===== config.mk =====
export PLATFORM = sky130hd
export DESIGN_NAME = imrl_ctrl
export DESIGN_NICKNAME = d
export VERILOG_FILES = /design/src/rtl/core/imrl_pkg.sv /design/src/rtl/core/imrl_ctrl.sv
export SDC_FILE = /design/constraint.sdc
export NUM_CORES = 1
export LEC_CHECK = 0
export ABC_AREA = 0
export BUFFER_PORTS_ARGS = -buffer_cell sky130_fd_sc_hd__buf_2
export CAP_MARGIN = 20
export CORE_AREA = 4 4 41 43
export DETAILED_ROUTE_END_ITERATION = 6
export DIE_AREA = 0 0 45 47
export SYNTH_ARGS = -nofsm -noshare
export SYNTH_HDL_FRONTEND = slang
export SYNTH_SLANG_ARGS = --single-unit

===== constraint.sdc =====
create_clock -name aclk -period 4.3 [get_ports aclk]
set_clock_uncertainty 0.1 [all_clocks]
set_input_delay 0.86 -clock aclk [delete_from_list [all_inputs] [get_ports aclk]]
set_output_delay 0.86 -clock aclk [all_outputs]
set_load 0.03 [all_outputs]

===== src/rtl/core/imrl_pkg.sv =====
package imrl_pkg;

    // default record store depth
    localparam int DEPTH_DEF = 256;

    localparam int CAP_W  = 9;
    localparam int CNT_W  = 9;
    localparam int POS_W  = 9;
    localparam int REC_W  = 21;
    localparam int OP_W   = 2;
    localparam int STAT_W = 2;

    localparam int S_TDATA_W = 32;
    localparam int M_TDATA_W = 32;

    // apb register map
    localparam int CFG_AW = 3;
    localparam int CFG_DW = 32;
    localparam logic CFG_IDX_CAPACITY = 1'b0;

    localparam logic [CAP_W-1:0] CAP_RESET = 9'd256;

    typedef enum logic [OP_W-1:0] {
        OP_READ   = 2'd0,
        OP_INSERT = 2'd1,
        OP_REMOVE = 2'd2,
        OP_CLEAR  = 2'd3
    } op_t;

    typedef enum logic [STAT_W-1:0] {
        ST_OK      = 2'd0,
        ST_INVALID = 2'd1,
        ST_FULL    = 2'd2,
        ST_EMPTY   = 2'd3
    } status_t;

    typedef struct packed {
        logic load_req;
        logic decode;
        logic shift;
        logic write_rec;
        logic commit;
    } ctl_cmd_t;

    typedef struct packed {
        op_t  op;
        logic ok;
        logic shift_needed;
        logic more;
        logic out_free;
    } ctl_stat_t;

endpackage


===== src/rtl/core/imrl_ctrl.sv =====
module imrl_ctrl (
    input  logic                aclk,
    input  logic                aresetn,
    input  logic                s_tvalid,
    output logic                s_tready,
    output imrl_pkg::ctl_cmd_t  cmd,
    input  imrl_pkg::ctl_stat_t stat
);
    import imrl_pkg::*;

    typedef enum logic [4:0] {
        S_IDLE   = 5'b00001,
        S_DECODE = 5'b00010,
        S_SHIFT  = 5'b00100,
        S_WRITE  = 5'b01000,
        S_DONE   = 5'b10000
    } state_t;

    state_t state_reg, state_next;

    always_comb begin
        state_next = state_reg;
        cmd        = '0;
        s_tready   = 1'b0;
        unique case (state_reg)
            S_IDLE: begin
                s_tready = 1'b1;
                if (s_tvalid) begin
                    cmd.load_req = 1'b1;
                    state_next   = S_DECODE;
                end
            end
            S_DECODE: begin
                cmd.decode = 1'b1;
                if (stat.ok && stat.shift_needed) begin
                    state_next = S_SHIFT;
                end else if (stat.ok && stat.op == OP_INSERT) begin
                    state_next = S_WRITE;
                end else begin
                    state_next = S_DONE;
                end
            end
            S_SHIFT: begin
                cmd.shift = 1'b1;
                if (!stat.more) begin
                    state_next = (stat.op == OP_INSERT) ? S_WRITE : S_DONE;
                end
            end
            S_WRITE: begin
                cmd.write_rec = 1'b1;
                state_next    = S_DONE;
            end
            S_DONE: begin
                if (stat.out_free) begin
                    cmd.commit = 1'b1;
                    state_next = S_IDLE;
                end
            end
            default: state_next = S_IDLE;
        endcase
    end

    always_ff @(posedge aclk) begin
        if (!aresetn) begin
            state_reg <= S_IDLE;
        end else begin
            state_reg <= state_next;
        end
    end

endmodule


==> qor.txt <==
leakage: 0.205 nW
CTS Hold Bufs: 0
Die ar.: 0.00212 mm2
root buffer cell: clkbuf_4
pre-CTS setup slack: 2.04 ns
crit share post-route: 57.9%
Fmax: 401 MHz
sw power: 0.0464 mW
RSZ-0062 raised after global routing: no
share of layout cells above drive strength 1: 35.6%
asr flop ratio synth: 0%
Comb power frac: 23.8%
Die Width: 45 um
fin area: 457 um2
vias in the first global route: 334
Starting Density: 26.3%
CP endpoint kind: output port
commonest non-fill, non-tap cell in the layout: buf_2
fin util: 35.1%
global route overflow: 0
relative slew slack: 79.9%
Syn Nets: 50
P&R area growth vs syn: 33.7%
initial antenna violation count: 0
post-route setup slack: 1.81 ns
DR WL/cell: 11.8 um
Post-CTS Setup Inserts: 0
Nets: 69
post-cts resize count: 0
Starting DRT DRC Count: 7
clk buf depth: 2
Sequential Power Share: 36.4%
worst slew pin tran: 0.298 ns
Switching Share: 32.0%
critical path class: reg2out
max-cap viol count: 0
Netlist cell types: 26
power per standard cell area: 317 mW/mm2
maximum VDD drop: 0.135 mV
CTS clk-pin slew, worst paths: 0.04 ns
pin count of the biggest net entering global routing: 8
flop-to-flop setup slack: 2.69 ns
clock share of power: 39.8%
area post-placement: 430 um2
drt first pass iters: 4
first-pass GRT wire length: 1420 um
Core Box Area: 0.00130 mm2
GPL Wtd Cong: 0.701
ys flop type: dfxtp_1
CTS tree: done
synth warn: 0
max reg flops: 5
H-tree Lvls: 1
Hold Crit Class: reg2reg
Tot GR Track Use: 9.80%
final setup fails: 0
Pint: 0.0985 mW
Num CTS Buffers: 3
Seq/Total Area, Yosys: 29.3%
vias post-DR: 373
maximum net fanout on the critical path: 6
max-slew violation count: 0
vias per cell: 5.04
clk sinks: 5
startpoint types: flip-flop
Post-synth EDFFs: 0
Yosys reg bits: 5
synthesized area per cell: 8.33 um2
port bufs: 14
most frequent cells in the layout: 14 x buf_2, 6 x nand2_1, 5 x dfxtp_1
die extent in y: 47 um
arrival time worst endpoint: 1.53 ns
Post-Route WL: 870 um
Tmin final: 2.49 ns
Syn Inst Count: 41
total power draw: 0.145 mW
DRC viols: 0
Setup TNS: 0 ns
row count: 13
run status: completed
antenna cells: 0
post-route ant nets: 0
synthesized cell area: 342 um2
Worst-Skew Late Latency: 0.25 ns
final hold vios: 0
CP required: 3.34 ns
IO Pins: 15
filler instances: 143
-- through the flow --
step	hold slack, ns	instances
6_report	0.480	74
4_1_cts	0.476	74
3_3_place_gp	0.462	70
2_1_floorplan	0.403	41
5_1_grt	0.520	74
3_5_place_dp	0.463	70
-- layer usage --
layer,part of all wire (%),track usage (%)
met5,0,0
met4,4.0,8.77
met3,8.6,2.68
met2,40,13.8
met1,47,12.1
-- power groups by stage --
stage / combinational [mW] / sequential (mW) / clock (mW)
floorplan: 0.0245 / 0.0527 / 0
global placement: 0.0344 / 0.0535 / 0
detailed placement: 0.0346 / 0.0535 / 0
CTS: 0.0348 / 0.0528 / 0.0580
global route: 0.0379 / 0.0535 / 0.0587
finish: 0.0345 / 0.0527 / 0.0576
-- cell usage after synthesis (2+ instances only) --
cell	instances	area (um2)
nor3_1	2	10.0
nor2_1	3	11.3
nand4b_1	2	17.5
dfxtp_1	5	100
inv_1	3	11.3
nand2_1	6	22.5
-- worst max-delay path: stages (launching register included) --
cell and delay (ns):
dfxtp_1 0.34, or3_4 0.42, nor3b_2 0.27, buf_2 0.25
-- final timing paths --
kind                              startpoint      endpoint  depth (start not counted)
worst min-delay path            state_reg[4]  state_reg[3]                          1
worst min register to register  state_reg[4]  state_reg[3]                          1
worst max register to register  state_reg[3]  state_reg[4]                          4
worst max-delay path            state_reg[3]        cmd[2]                          3
-- final cells by class --
type	count	area [um2]	area share [%]
sequential	5	100	21.9
tap	15	18.8	4.11
inverter	3	11.3	2.47
timing repair buffer	14	70.1	15.3
clock buffer	4	26.3	5.75
multi-input combinational	33	230	50.4
-- kinds of logic (layout without fill, tap and decap cells) --
family | Yosys count | count (layout) | synth area share, %
and+or+nand+nor | 24 | 24 | 46.5
DFF | 5 | 5 | 29.3
buffers and inverters | 3 | 21 | 3.30
AOI/OAI and AO/OA | 9 | 9 | 20.9
Power figures use the tool's default switching activity.
